<file path="src/hdl/bces_pkg.sv">
package bces_pkg;

    typedef enum logic [2:0] {
        EV_PRESS       = 3'd0,
        EV_DOUBLE      = 3'd1,
        EV_RELEASE     = 3'd2,
        EV_KEY_PRESS   = 3'd3,
        EV_KEY_RELEASE = 3'd4,
        EV_BOOT        = 3'd5
    } ev_kind_t;

    typedef struct packed {
        ev_kind_t    kind;
        logic [3:0]  index;
        logic        last;
    } event_t;

    typedef struct packed {
        logic   valid;
        event_t evt;
    } evt_push_t;

    typedef enum logic [2:0] {
        ST_IDLE,
        ST_EXPIRE,
        ST_CTRL,
        ST_BOOT,
        ST_KEY_REL,
        ST_KEY_PRS,
        ST_FLUSH
    } scan_state_t;

    // configuration register indexes
    localparam logic CFG_WINDOW = 1'b0;
    localparam logic CFG_MASK   = 1'b1;

    localparam logic [15:0] WINDOW_RESET = 16'd300;

    localparam logic [1:0] CLICK_NONE   = 2'd0;
    localparam logic [1:0] CLICK_SINGLE = 2'd1;
    localparam logic [1:0] CLICK_DOUBLE = 2'd2;
    localparam logic [1:0] CLICK_MAX    = 2'd3;

    // controls 0, 2 and 4 held together
    localparam logic [7:0] BOOT_COMBO = 8'h15;

    localparam int EVQ_DEPTH = 4;
    localparam int EVQ_PTR_W = 2;

endpackage

</file>
<file path="src/hdl/button_click_event_scanner_unit.sv">
// Button click event scanner. Each accepted item is one poll of the control buttons
// and keys (active low) with a millisecond timestamp; it yields zero to twelve event
// items, in order: an expired click (single or double press), per-control presses and
// releases (controls enabled in the mask count clicks instead of reporting a press),
// a one-time boot request when controls 0, 2 and 4 are held, a release of the most
// recent key, and at most one new key press. The final event of a poll has last_event
// set; a poll with no events produces nothing. s_ready stays low from a poll's acceptance
// while the scan steps through the expiry check, each control, boot check, key release,
// key press and flush, so a new poll waits for the last. One control is handled per cycle
// except while waiting on a full four-entry event queue. Configuration writes take effect on
// the next edge and should be made only while no poll is in flight.
module button_click_event_scanner_unit
    import bces_pkg::*;
#(
    parameter int CONTROL_COUNT = 8,
    parameter int KEY_COUNT     = 16
) (
    input  logic        aclk,
    input  logic        aresetn,
    // configuration write port
    input  logic        cfg_wr_en,
    input  logic        cfg_index,
    input  logic [15:0] cfg_wdata,
    // poll input
    input  logic        s_valid,
    output logic        s_ready,
    input  logic [31:0] s_now_ms,
    input  logic [7:0]  s_control_levels,
    input  logic [15:0] s_key_levels,
    // event output
    output logic        m_valid,
    input  logic        m_ready,
    output logic [2:0]  m_event_kind,
    output logic [3:0]  m_event_index,
    output logic        m_last_event
);

    logic [15:0] window_reg;
    logic [7:0]  mask_reg;

    evt_push_t push;
    logic      q_full;
    logic      q_valid;
    event_t    q_evt;
    logic      pop;

    // configuration registers: window and click-count enable mask
    always_ff @(posedge aclk) begin
        if (!aresetn) begin
            window_reg <= WINDOW_RESET;
            mask_reg   <= '0;
        end else if (cfg_wr_en) begin
            case (cfg_index)
                CFG_WINDOW: window_reg <= cfg_wdata;
                CFG_MASK:   mask_reg   <= cfg_wdata[7:0];
                default:    mask_reg   <= mask_reg;
            endcase
        end
    end

    // front: accept a poll and step through the scan, producing events
    bces_scan #(
        .CONTROL_COUNT (CONTROL_COUNT),
        .KEY_COUNT     (KEY_COUNT)
    ) u_scan (
        .aclk             (aclk),
        .aresetn          (aresetn),
        .s_valid          (s_valid),
        .s_ready          (s_ready),
        .s_now_ms         (s_now_ms),
        .s_control_levels (s_control_levels),
        .s_key_levels     (s_key_levels),
        .window           (window_reg),
        .enable_mask      (mask_reg),
        .push             (push),
        .q_full           (q_full)
    );

    // short queue so the scan keeps going while the output side stalls
    bces_evq u_evq (
        .aclk    (aclk),
        .aresetn (aresetn),
        .push    (push),
        .full    (q_full),
        .pop     (pop),
        .q_valid (q_valid),
        .q_evt   (q_evt)
    );

    // back: registered output stage driving the event channel
    bces_emit u_emit (
        .aclk          (aclk),
        .aresetn       (aresetn),
        .q_valid       (q_valid),
        .q_evt         (q_evt),
        .pop           (pop),
        .m_valid       (m_valid),
        .m_ready       (m_ready),
        .m_event_kind  (m_event_kind),
        .m_event_index (m_event_index),
        .m_last_event  (m_last_event)
    );

endmodule

</file>
<file path="src/hdl/bces_scan.sv">
module bces_scan
    import bces_pkg::*;
#(
    parameter int CONTROL_COUNT = 8,
    parameter int KEY_COUNT     = 16
) (
    input  logic        aclk,
    input  logic        aresetn,
    input  logic        s_valid,
    output logic        s_ready,
    input  logic [31:0] s_now_ms,
    input  logic [7:0]  s_control_levels,
    input  logic [15:0] s_key_levels,
    input  logic [15:0] window,
    input  logic [7:0]  enable_mask,
    output evt_push_t   push,
    input  logic        q_full
);

    localparam int CI_W = $clog2(CONTROL_COUNT);
    localparam logic [CI_W-1:0] CI_LAST = CI_W'(CONTROL_COUNT - 1);
    localparam logic [15:0] KEY_MASK = 16'((17'(1) << KEY_COUNT) - 17'(1));

    scan_state_t state_reg, state_next;
    logic [CI_W-1:0] ci_reg, ci_next;
    logic [7:0]  cprev_reg, cprev_next;
    logic [15:0] kprev_reg, kprev_next;
    logic [31:0] start_reg, start_next;
    logic [1:0]  count_reg, count_next;
    logic [2:0]  rc_reg, rc_next;
    logic [3:0]  rk_reg, rk_next;
    logic        boot_reg, boot_next;
    logic        pend_valid_reg, pend_valid_next;
    event_t      pend_reg, pend_next;

    logic [31:0] now_reg;
    logic [7:0]  ctl_reg;
    logic [15:0] keys_reg;

    logic [31:0] elapsed;
    logic        evt_valid;
    ev_kind_t    evt_kind;
    logic [3:0]  evt_index;
    logic        flush;
    logic        need_push;
    logic        fire;

    logic [15:0] press_mask;
    logic        press_any;
    logic [3:0]  press_idx;
    logic [15:0] key_upd;
    logic        key_rel;

    assign s_ready = (state_reg == ST_IDLE);
    assign elapsed = now_reg - start_reg;

    // key scan: first new press, release of the recent key below it
    always_comb begin
        press_mask = kprev_reg & ~keys_reg & KEY_MASK;
        press_any  = |press_mask;
        press_idx  = '0;
        for (int j = 15; j >= 0; j--) begin
            if (press_mask[j]) begin
                press_idx = 4'(j);
            end
        end
        for (int j = 0; j < 16; j++) begin
            if (KEY_MASK[j] && (!press_any || 4'(j) < press_idx)) begin
                key_upd[j] = keys_reg[j];
            end else if (press_any && 4'(j) == press_idx) begin
                key_upd[j] = 1'b0;
            end else begin
                key_upd[j] = kprev_reg[j];
            end
        end
        key_rel = !kprev_reg[rk_reg] && keys_reg[rk_reg] && KEY_MASK[rk_reg]
                  && (!press_any || rk_reg < press_idx);
    end

    always_comb begin
        state_next = state_reg;
        ci_next    = ci_reg;
        cprev_next = cprev_reg;
        kprev_next = kprev_reg;
        start_next = start_reg;
        count_next = count_reg;
        rc_next    = rc_reg;
        rk_next    = rk_reg;
        boot_next  = boot_reg;
        evt_valid  = 1'b0;
        evt_kind   = EV_PRESS;
        evt_index  = '0;
        flush      = 1'b0;
        case (state_reg)
            ST_IDLE: begin
                if (s_valid) begin
                    state_next = ST_EXPIRE;
                end
            end
            ST_EXPIRE: begin
                if (elapsed > {16'd0, window}) begin
                    if (count_reg >= CLICK_DOUBLE) begin
                        evt_valid = 1'b1;
                        evt_kind  = EV_DOUBLE;
                        evt_index = {1'b0, rc_reg};
                    end else if (count_reg == CLICK_SINGLE) begin
                        evt_valid = 1'b1;
                        evt_kind  = EV_PRESS;
                        evt_index = {1'b0, rc_reg};
                    end
                    count_next = CLICK_NONE;
                end
                ci_next    = '0;
                state_next = ST_CTRL;
            end
            ST_CTRL: begin
                if (cprev_reg[ci_reg] && !ctl_reg[ci_reg]) begin
                    if (enable_mask[ci_reg]) begin
                        if (elapsed < {16'd0, window} && rc_reg == 3'(ci_reg)) begin
                            if (count_reg != CLICK_MAX) begin
                                count_next = count_reg + 2'd1;
                            end
                        end else begin
                            start_next = now_reg;
                            count_next = CLICK_SINGLE;
                        end
                    end else begin
                        evt_valid = 1'b1;
                        evt_kind  = EV_PRESS;
                        evt_index = 4'(ci_reg);
                    end
                    rc_next = 3'(ci_reg);
                end else if (!cprev_reg[ci_reg] && ctl_reg[ci_reg]) begin
                    evt_valid = 1'b1;
                    evt_kind  = EV_RELEASE;
                    evt_index = 4'(ci_reg);
                end
                cprev_next[ci_reg] = ctl_reg[ci_reg];
                if (ci_reg == CI_LAST) begin
                    state_next = ST_BOOT;
                end else begin
                    ci_next = ci_reg + 1'b1;
                end
            end
            ST_BOOT: begin
                if ((cprev_reg & BOOT_COMBO) == 8'd0 && !boot_reg) begin
                    boot_next = 1'b1;
                    evt_valid = 1'b1;
                    evt_kind  = EV_BOOT;
                    evt_index = '0;
                end
                state_next = ST_KEY_REL;
            end
            ST_KEY_REL: begin
                if (key_rel) begin
                    evt_valid = 1'b1;
                    evt_kind  = EV_KEY_RELEASE;
                    evt_index = rk_reg;
                end
                state_next = ST_KEY_PRS;
            end
            ST_KEY_PRS: begin
                if (press_any) begin
                    evt_valid = 1'b1;
                    evt_kind  = EV_KEY_PRESS;
                    evt_index = press_idx;
                    rk_next   = press_idx;
                end
                kprev_next = key_upd;
                state_next = ST_FLUSH;
            end
            ST_FLUSH: begin
                flush      = 1'b1;
                state_next = ST_IDLE;
            end
            default: begin
                state_next = ST_IDLE;
            end
        endcase
    end

    // hold one event back so the final one of a poll can carry the last flag
    always_comb begin
        need_push       = (evt_valid || flush) && pend_valid_reg;
        fire            = !need_push || !q_full;
        push.valid      = need_push && fire;
        push.evt.kind   = pend_reg.kind;
        push.evt.index  = pend_reg.index;
        push.evt.last   = flush;
        pend_valid_next = pend_valid_reg;
        pend_next       = pend_reg;
        if (evt_valid) begin
            pend_valid_next = 1'b1;
            pend_next.kind  = evt_kind;
            pend_next.index = evt_index;
            pend_next.last  = 1'b0;
        end else if (flush) begin
            pend_valid_next = 1'b0;
        end
    end

    always_ff @(posedge aclk) begin
        if (!aresetn) begin
            state_reg      <= ST_IDLE;
            ci_reg         <= '0;
            cprev_reg      <= '1;
            kprev_reg      <= '1;
            start_reg      <= '0;
            count_reg      <= CLICK_NONE;
            rc_reg         <= '0;
            rk_reg         <= '0;
            boot_reg       <= 1'b0;
            pend_valid_reg <= 1'b0;
        end else if (fire) begin
            state_reg      <= state_next;
            ci_reg         <= ci_next;
            cprev_reg      <= cprev_next;
            kprev_reg      <= kprev_next;
            start_reg      <= start_next;
            count_reg      <= count_next;
            rc_reg         <= rc_next;
            rk_reg         <= rk_next;
            boot_reg       <= boot_next;
            pend_valid_reg <= pend_valid_next;
        end
    end

    always_ff @(posedge aclk) begin
        if (fire) begin
            pend_reg <= pend_next;
        end
        if (s_valid && s_ready) begin
            now_reg  <= s_now_ms;
            ctl_reg  <= s_control_levels;
            keys_reg <= s_key_levels;
        end
    end

`ifndef SYNTHESIS
    a_no_push_when_full: assert property (@(posedge aclk) disable iff (!aresetn)
        push.valid |-> !q_full)
        else $error("scan pushed into a full queue");

    a_idle_no_pending: assert property (@(posedge aclk) disable iff (!aresetn)
        state_reg == ST_IDLE |-> !pend_valid_reg)
        else $error("pending event left behind at end of poll");

    a_flush_sets_last: assert property (@(posedge aclk) disable iff (!aresetn)
        (push.valid && state_reg == ST_FLUSH) |-> push.evt.last)
        else $error("final event of poll missing last flag");

    a_accept_starts_scan: assert property (@(posedge aclk) disable iff (!aresetn)
        (s_valid && s_ready) |=> state_reg == ST_EXPIRE)
        else $error("accepted poll did not start a scan");
`endif

endmodule

</file>
<file path="src/hdl/bces_evq.sv">
module bces_evq
    import bces_pkg::*;
(
    input  logic      aclk,
    input  logic      aresetn,
    input  evt_push_t push,
    output logic      full,
    input  logic      pop,
    output logic      q_valid,
    output event_t    q_evt
);

    event_t mem [EVQ_DEPTH];
    logic [EVQ_PTR_W-1:0] wr_ptr_reg;
    logic [EVQ_PTR_W-1:0] rd_ptr_reg;
    logic [EVQ_PTR_W:0]   count_reg;
    logic                 do_pop;

    assign full    = (count_reg == (EVQ_PTR_W + 1)'(EVQ_DEPTH));
    assign q_valid = (count_reg != '0);
    assign q_evt   = mem[rd_ptr_reg];
    assign do_pop  = pop && q_valid;

    always_ff @(posedge aclk) begin
        if (push.valid) begin
            mem[wr_ptr_reg] <= push.evt;
        end
    end

    always_ff @(posedge aclk) begin
        if (!aresetn) begin
            wr_ptr_reg <= '0;
            rd_ptr_reg <= '0;
            count_reg  <= '0;
        end else begin
            if (push.valid) begin
                wr_ptr_reg <= wr_ptr_reg + 1'b1;
            end
            if (do_pop) begin
                rd_ptr_reg <= rd_ptr_reg + 1'b1;
            end
            if (push.valid && !do_pop) begin
                count_reg <= count_reg + 1'b1;
            end else if (do_pop && !push.valid) begin
                count_reg <= count_reg - 1'b1;
            end
        end
    end

endmodule

</file>
<file path="src/hdl/bces_emit.sv">
module bces_emit
    import bces_pkg::*;
(
    input  logic       aclk,
    input  logic       aresetn,
    input  logic       q_valid,
    input  event_t     q_evt,
    output logic       pop,
    output logic       m_valid,
    input  logic       m_ready,
    output logic [2:0] m_event_kind,
    output logic [3:0] m_event_index,
    output logic       m_last_event
);

    logic   out_valid_reg;
    event_t out_evt_reg;

    // refill when empty or when the held item leaves this cycle
    assign pop           = q_valid && (!out_valid_reg || m_ready);
    assign m_valid       = out_valid_reg;
    assign m_event_kind  = out_evt_reg.kind;
    assign m_event_index = out_evt_reg.index;
    assign m_last_event  = out_evt_reg.last;

    always_ff @(posedge aclk) begin
        if (!aresetn) begin
            out_valid_reg <= 1'b0;
        end else if (pop) begin
            out_valid_reg <= 1'b1;
        end else if (m_ready) begin
            out_valid_reg <= 1'b0;
        end
    end

    always_ff @(posedge aclk) begin
        if (pop) begin
            out_evt_reg <= q_evt;
        end
    end

endmodule

</file>
<file path="config.mk">
export PLATFORM = sky130hd
export DESIGN_NAME = button_click_event_scanner_unit
export DESIGN_NICKNAME = d
export VERILOG_FILES = /design/src/hdl/bces_pkg.sv /design/src/hdl/button_click_event_scanner_unit.sv /design/src/hdl/bces_scan.sv /design/src/hdl/bces_evq.sv /design/src/hdl/bces_emit.sv
export SDC_FILE = /design/constraint.sdc
export NUM_CORES = 1
export LEC_CHECK = 0
export BUFFER_PORTS_ARGS = -buffer_cell sky130_fd_sc_hd__buf_2
export CAP_MARGIN = 10
export CORE_MARGIN = 3
export CORE_UTILIZATION = 38
export DETAILED_ROUTE_END_ITERATION = 7
export PLACE_DENSITY_LB_ADDON = 0.1
export REMOVE_ABC_BUFFERS = 1
export SLEW_MARGIN = 20
export SYNTH_ARGS = -nofsm -noshare
export SYNTH_HDL_FRONTEND = slang
export SYNTH_HIERARCHICAL = 1
export SYNTH_SLANG_ARGS = --single-unit
</file>
<file path="constraint.sdc">
create_clock -name aclk -period 9.5 [get_ports aclk]
set_input_delay 1.425 -clock aclk [delete_from_list [all_inputs] [get_ports aclk]]
set_output_delay 1.425 -clock aclk [all_outputs]
set_load 0.02 [all_outputs]
</file>
==> impl_metrics.json, run 1 <==
{
  "h-tree-depth": 1,
  "sw_frac_of_total_pct": 33.0,
  "crit_path_end_kind": "flip-flop",
  "route.detailed.drc": 0,
  "diodes": 0,
  "antenna_found_initial": 0,
  "dr.pass1.iters": 5,
  "die_h_um": 181,
  "clockBufferDepth": 3,
  "synth_cell_types": 85,
  "top_level_ports": 88,
  "wl_per_cell_um": 16.3,
  "clk_latency_ns": 0.53,
  "status": "completed",
  "p_int_mw": 1.88,
  "wl_mm": 27.0,
  "cp_slowest_stage_delay_ns": 0.44,
  "ys_seq_elements": 210,
  "cts_tree": "built",
  "post-cts-setup-buffer-count": 0,
  "core_area_mm2": 0.0299,
  "combPwrFrac_pct": 28.1,
  "synth-edff-count": 103,
  "place_hpwl_mm": 19.6,
  "cts_hold_buffers": 0,
  "hold_viol_final": 0,
  "die_width_um": 181,
  "p_seq_share_pct": 39.4,
  "hold_path.class": "flip-flop to flip-flop",
  "cts_resized": 0,
  "num-fill-cells": 2934,
  "root_buffer": "clkbuf_16",
  "maxCapViolCount": 0,
  "cts.sinks": 210,
  "p_total_mw": 2.80,
  "port_buffers": 87,
  "grt_pass1_wl_mm": 43.8,
  "tightest_slew_ns": 0.961,
  "initial_core_util_pct": 38.8,
  "cp_slowest_cell": "a21oi_1",
  "numCtsBuffers": 25,
  "synth_area_mm2": 0.0116,
  "seq_area_frac_synth_pct": 45.2,
  "relSlewSlack_pct": 35.8,
  "ff_latch_area_mm2": 0.00524,
  "busiest_layer": "met2",
  "setup_tns_ns": 0,
  "routed_via_density": 5.29,
  "path_class": "flip-flop to flip-flop",
  "finalCriticalPeriod_ns": 6.23,
  "start_kind": "flip-flop",
  "synth_ff_type": "dfxtp_1",
  "rsz0062_at_grt": "false",
  "gr-total-overflow": 0,
  "grt_usage_pct": 16.0,
  "fin_crit_sh_pct": 65.6,
  "multi_input_area_mm2": 0.00577,
  "rows": 63,
  "grt_max_degree": 86,
  "clk_pin_slew_ns": 0.06,
  "synthArstFlopShare_pct": 0,
  "arrival_ns": 6.68,
  "num_vias": 8727,
  "crit_buf_inv": 3,
  "drive_gt1_share_pct": 14.1,
  "final_cell_count_no_fill": 1651,
  "place_inst": 1605,
  "antenna_left": 0,
  "cp_top_family": "compound AO/OA/AOI/OAI gates",
  "setup_violations": 0,
  "fmax_mhz": 160,
  "postSynthAreaPerCell_um2": 9.92,
  "powerDensity_mw_per_mm2": 214,
  "skew_ns": 0.0113,
  "drtIter0Drc": 484,
  "grt_use_met3_pct": 2.30,
  "place.gp.congestion": 0.893,
  "pwr-share-clk_pct": 32.5,
  "switchingPower_mw": 0.925,
  "crit_required_ns": 9.95,
  "synthCells": 1169,
  "area_growth_pct": 13.1,
  "grt_pass1_vias": 8316,
  "worstPathMaxFanout": 7,
  "grt.met1_usage_pct": 23.9,
  "dieArea_mm2": 0.0326,
  "nets": 1385,
  "gr-usage-met2_pct": 24.3,
  "yosys_warnings": 6,
  "drv_slew": 0,
  "ir_drop_uv": 148,
  "power_leakage_nw": 4.85
}
## path summary, 6_finish.rpt
path | from | end | slack [ns] | depth (start not counted)
hold reg to reg | window_reg[14] | window_reg[14] | 0.45 | 2
setup / recovery | u_scan/now_reg[0] | u_evq/count_reg[2] | 3.27 | 27
hold / removal | window_reg[14] | window_reg[14] | 0.45 | 2
setup reg to reg | u_scan/now_reg[0] | u_evq/count_reg[2] | 3.27 | 27
## cells by family after synthesis
kind of cell | synth area share [%]
AO/OA/AOI/OAI | 15.6
buffers and inverters | 5.13
flip-flops | 45.2
multiplexers | 9.00
AND/OR/NAND/NOR | 16.1
adder cells (fa/ha/maj) | 7.15
XOR/XNOR | 1.81
## synth_stat cells (4+ instances only)
master | count | area share [%]
a211oi_1 | 11 | 0.71
a21boi_0 | 7 | 0.45
a21o_1 | 15 | 0.97
a21oi_1 | 55 | 2.4
a21oi_2 | 4 | 0.30
a31oi_1 | 4 | 0.22
a32oi_1 | 8 | 0.60
and2_1 | 16 | 0.86
and3_1 | 8 | 0.43
buf_2 | 11 | 0.47
buf_6 | 5 | 0.49
clkbuf_1 | 27 | 0.87
dfxtp_1 | 107 | 18
edfxtp_1 | 103 | 27
ha_1 | 63 | 6.8
inv_1 | 90 | 2.9
mux2i_1 | 75 | 6.5
mux4_2 | 12 | 2.3
nand2_1 | 123 | 4.0
nand2b_1 | 24 | 1.3
nand3_1 | 22 | 0.95
nand3b_1 | 6 | 0.39
nand4_1 | 17 | 0.92
nor2_1 | 96 | 3.1
nor2b_1 | 12 | 0.65
nor3_1 | 28 | 1.2
nor4_1 | 8 | 0.43
o211ai_1 | 19 | 1.2
o21a_1 | 14 | 0.91
o21ai_0 | 51 | 2.2
o21bai_1 | 6 | 0.39
o221ai_1 | 4 | 0.30
o22ai_1 | 5 | 0.27
o31ai_1 | 6 | 0.39
or3_1 | 6 | 0.32
xnor2_1 | 11 | 0.83
xor2_1 | 13 | 0.98
## placed cells by master (no fill, tap or decap), types with 12 or more instances in the layout
cell type,count
buf_2,87
inv_1,90
a21oi_1,55
nor2_1,95
nand3_1,22
nand2_1,123
a21o_1,15
ha_1,63
o21ai_0,51
o21a_1,14
nor2b_1,12
edfxtp_1,103
mux2i_1,75
xor2_1,13
nand4_1,17
mux4_2,12
nor3_1,28
clkbuf_16,26
dfxtp_1,107
o211ai_1,19
and2_1,15
nand2b_1,24
## power groups by stage
stage	sequential, mW	combinational, mW	clock [mW]
floorplan	1.11	0.571	0
global placement	1.12	0.786	0
detailed placement	1.12	0.786	0
CTS	1.11	0.791	0.946
global route	1.11	0.885	0.983
finish	1.10	0.788	0.910
## per-layer routing
layer	vias to the layer above	share of wire (%)
li1	4402	-
met3	37	4.1
met4	0	2.7
met5	-	0
met2	183	44
met1	4105	50
## final cells by class
cell class | instances | area share, %
flip-flops and latches | 210 | 39.9
clock buffers | 35 | 5.54
well taps | 390 | 3.72
repair buffers | 93 | 3.66
inverters | 91 | 2.61
multi-input cells | 821 | 44.0
clock inverters | 11 | 0.525
## tightest hold or removal path: cells and delay by family (launching register included)
kind          cells  cell delay, ns
flops             1            0.31
simple gates      1            0.05
mux               1            0.05
## metrics by stage
step / hold slack, ns / worst slack [ns] / area (um^2) / util, %
6_report: 0.453 / 3.27 / 13100 / 43.9
3_3_place_gp: 0.445 / 3.66 / 12300 / 41.2
2_1_floorplan: 0.430 / 3.76 / 11300 / -
5_1_grt: 0.475 / 2.73 / 13100 / 43.9
3_5_place_dp: 0.450 / 3.36 / 12300 / 41.2
4_1_cts: 0.459 / 3.30 / 13100 / 43.9
Note: power is estimated with default switching activity, not from simulation.
==> run 2, diff against run 1 <==
clock period = 5.7 ns   (was 9.5 ns; I/O delays follow)
==> impl_metrics.json, run 2 (synthesis gave the netlist of run 1 again) <==
{
  "grt_pass1_vias": 8311,
  "switchingPower_mw": 1.57,
  "top_layer": "met4",
  "root_buffer": "clkbuf_16",
  "path_class": "flip-flop to flip-flop",
  "start_kind": "flip-flop",
  "wl_met3_mm": 1.14,
  "grt_pass1_wl_mm": 43.7,
  "route.layer.met1.wl_mm": 13.4,
  "antenna_found_initial": 0,
  "arrival_ns": 5.72,
  "fin_crit_sh_pct": 92.2,
  "num-fill-cells": 2882,
  "fin_util_pct": 44.1,
  "holdCritStartpoint": "window_reg[9]",
  "drtIter0Drc": 487,
  "power_leakage_nw": 4.86,
  "mostFrequentLayoutCells": "nand2_1, dfxtp_1, edfxtp_1, nor2_1, inv_1",
  "cts_tree": "built",
  "multi_input_area_mm2": 0.00579,
  "status": "completed",
  "cts_resized": 0,
  "crit_path_end_kind": "flip-flop",
  "antenna_left": 0,
  "top_level_ports": 88,
  "place_hpwl_mm": 19.5,
  "pwr-share-clk_pct": 32.8,
  "setup_tns_ns": 0,
  "routed_via_density": 5.24,
  "postLayoutSetupSlackWorst_ns": 0.443,
  "cp_top_family": "compound AO/OA/AOI/OAI gates",
  "cp_slowest_stage_delay_ns": 0.39,
  "relSlewSlack_pct": 36.6,
  "diodes": 0,
  "cts.sinks": 210,
  "drive_gt1_share_pct": 14.5,
  "clockBufferDepth": 3,
  "hold_path.class": "flip-flop to flip-flop",
  "worstPathMaxFanout": 6,
  "finalCriticalPeriod_ns": 5.26,
  "holdWs_ns": 0.455,
  "area_growth_pct": 13.6,
  "core_area_mm2": 0.0299,
  "rows": 63,
  "nets": 1388,
  "clk_latency_ns": 0.54,
  "maxCapViolCount": 0,
  "combPwrFrac_pct": 28.0,
  "ff_latch_area_mm2": 0.00524,
  "dr.pass1.iters": 7,
  "final_common_cell": "nand2_1",
  "powerDensity_mw_per_mm2": 357,
  "reg2reg_slack_ns": 0.44,
  "setup.worst_path.start": "u_scan/now_reg[0]",
  "p_total_mw": 4.70,
  "num_vias": 8672,
  "wl_per_cell_um": 16.2,
  "skew_ns": 0.0152,
  "cts_hold_buffers": 0,
  "die_width_um": 181,
  "tightest_slew_ns": 0.949,
  "numCtsBuffers": 25,
  "gr-total-overflow": 0,
  "rsz0062_at_grt": "false",
  "pre_cts_slack_ns": 0.217,
  "setup_violations": 0,
  "die_h_um": 181,
  "crit_buf_inv": 3,
  "ir_drop_uv": 234,
  "sw_frac_of_total_pct": 33.4,
  "crit_required_ns": 6.17,
  "dieArea_mm2": 0.0326,
  "h-tree-depth": 1,
  "wl_mm": 26.9,
  "reg2reg_from": "u_scan/now_reg[0]",
  "met2_wirelength_mm": 11.7,
  "p_int_mw": 3.13,
  "clk_pin_slew_ns": 0.06,
  "post-cts-setup-buffer-count": 0,
  "p_seq_share_pct": 39.2,
  "route.detailed.drc": 0,
  "place.gp.congestion": 0.891,
  "fmax_mhz": 190,
  "grt_max_degree": 87,
  "cp_slowest_cell": "edfxtp_1",
  "initial_core_util_pct": 38.8,
  "port_buffers": 87,
  "hold_viol_final": 0,
  "grt_usage_pct": 16.0,
  "drv_slew": 0
}
run 2: worst register-to-register path, stage by stage (launching register included):
cell	delay, ns
edfxtp_1	0.39
inv_1	0.07
ha_1	0.14
inv_1	0.05
fa_2	0.37
a211oi_2	0.28
o21ai_0	0.14
a31oi_1	0.26
o21bai_1	0.09
a21oi_1	0.19
xnor2_1	0.08
ha_1	0.30
nand2_1	0.06
nor2_2	0.12
nand2_1	0.09
o31ai_2	0.22
a21oi_1	0.06
o21ai_1	0.18
o41a_1	0.24
nor4_4	0.09
o31a_2	0.35
a21oi_2	0.17
ha_1	0.19
inv_1	0.06
fa_1	0.37
xor2_1	0.16
or3_1	0.31
a21boi_0	0.16
run 2: path summary, 6_finish.rpt:
kind	depth (start not counted)	end
min	2	window_reg[9]
max	27	u_evq/count_reg[2]
min reg2reg	2	window_reg[9]
max reg2reg	27	u_evq/count_reg[2]
run 2: per-layer routing:
| metal | global-route usage (%) | vias to the layer above |
|---|---|---|
| met4 | 4.21 | 0 |
| li1 | - | 4417 |
| met2 | 24.8 | 173 |
| met3 | 2.28 | 38 |
| met1 | 23.5 | 4044 |
| met5 | 0 | - |
run 2: final cells by class:
type                    count  area share, %
clock buffers              29           5.09
clock inverters            17           1.04
inverters                  91           2.59
multi-input cells         821           44.0
flip-flops and latches    210           39.8
well taps                 390           3.71
repair buffers             96           3.82
run 2: power by group through the flow:
stage          Combinational [mW]  Sequential (mW)  Clock (mW)
4_1_cts                      1.31             1.85        1.61
3_5_place_dp                 1.30             1.88           0
5_1_grt                      1.47             1.86        1.67
6_report                     1.32             1.84        1.54
2_1_floorplan               0.951             1.85           0
3_3_place_gp                 1.31             1.87           0
run 2: through the flow:
step           instance area (um^2)  cells
2_1_floorplan                 11300   1122
3_3_place_gp                  12300   1608
3_5_place_dp                  12300   1608
4_1_cts                       13100   1654
5_1_grt                       13200   1654
6_report                      13200   1654
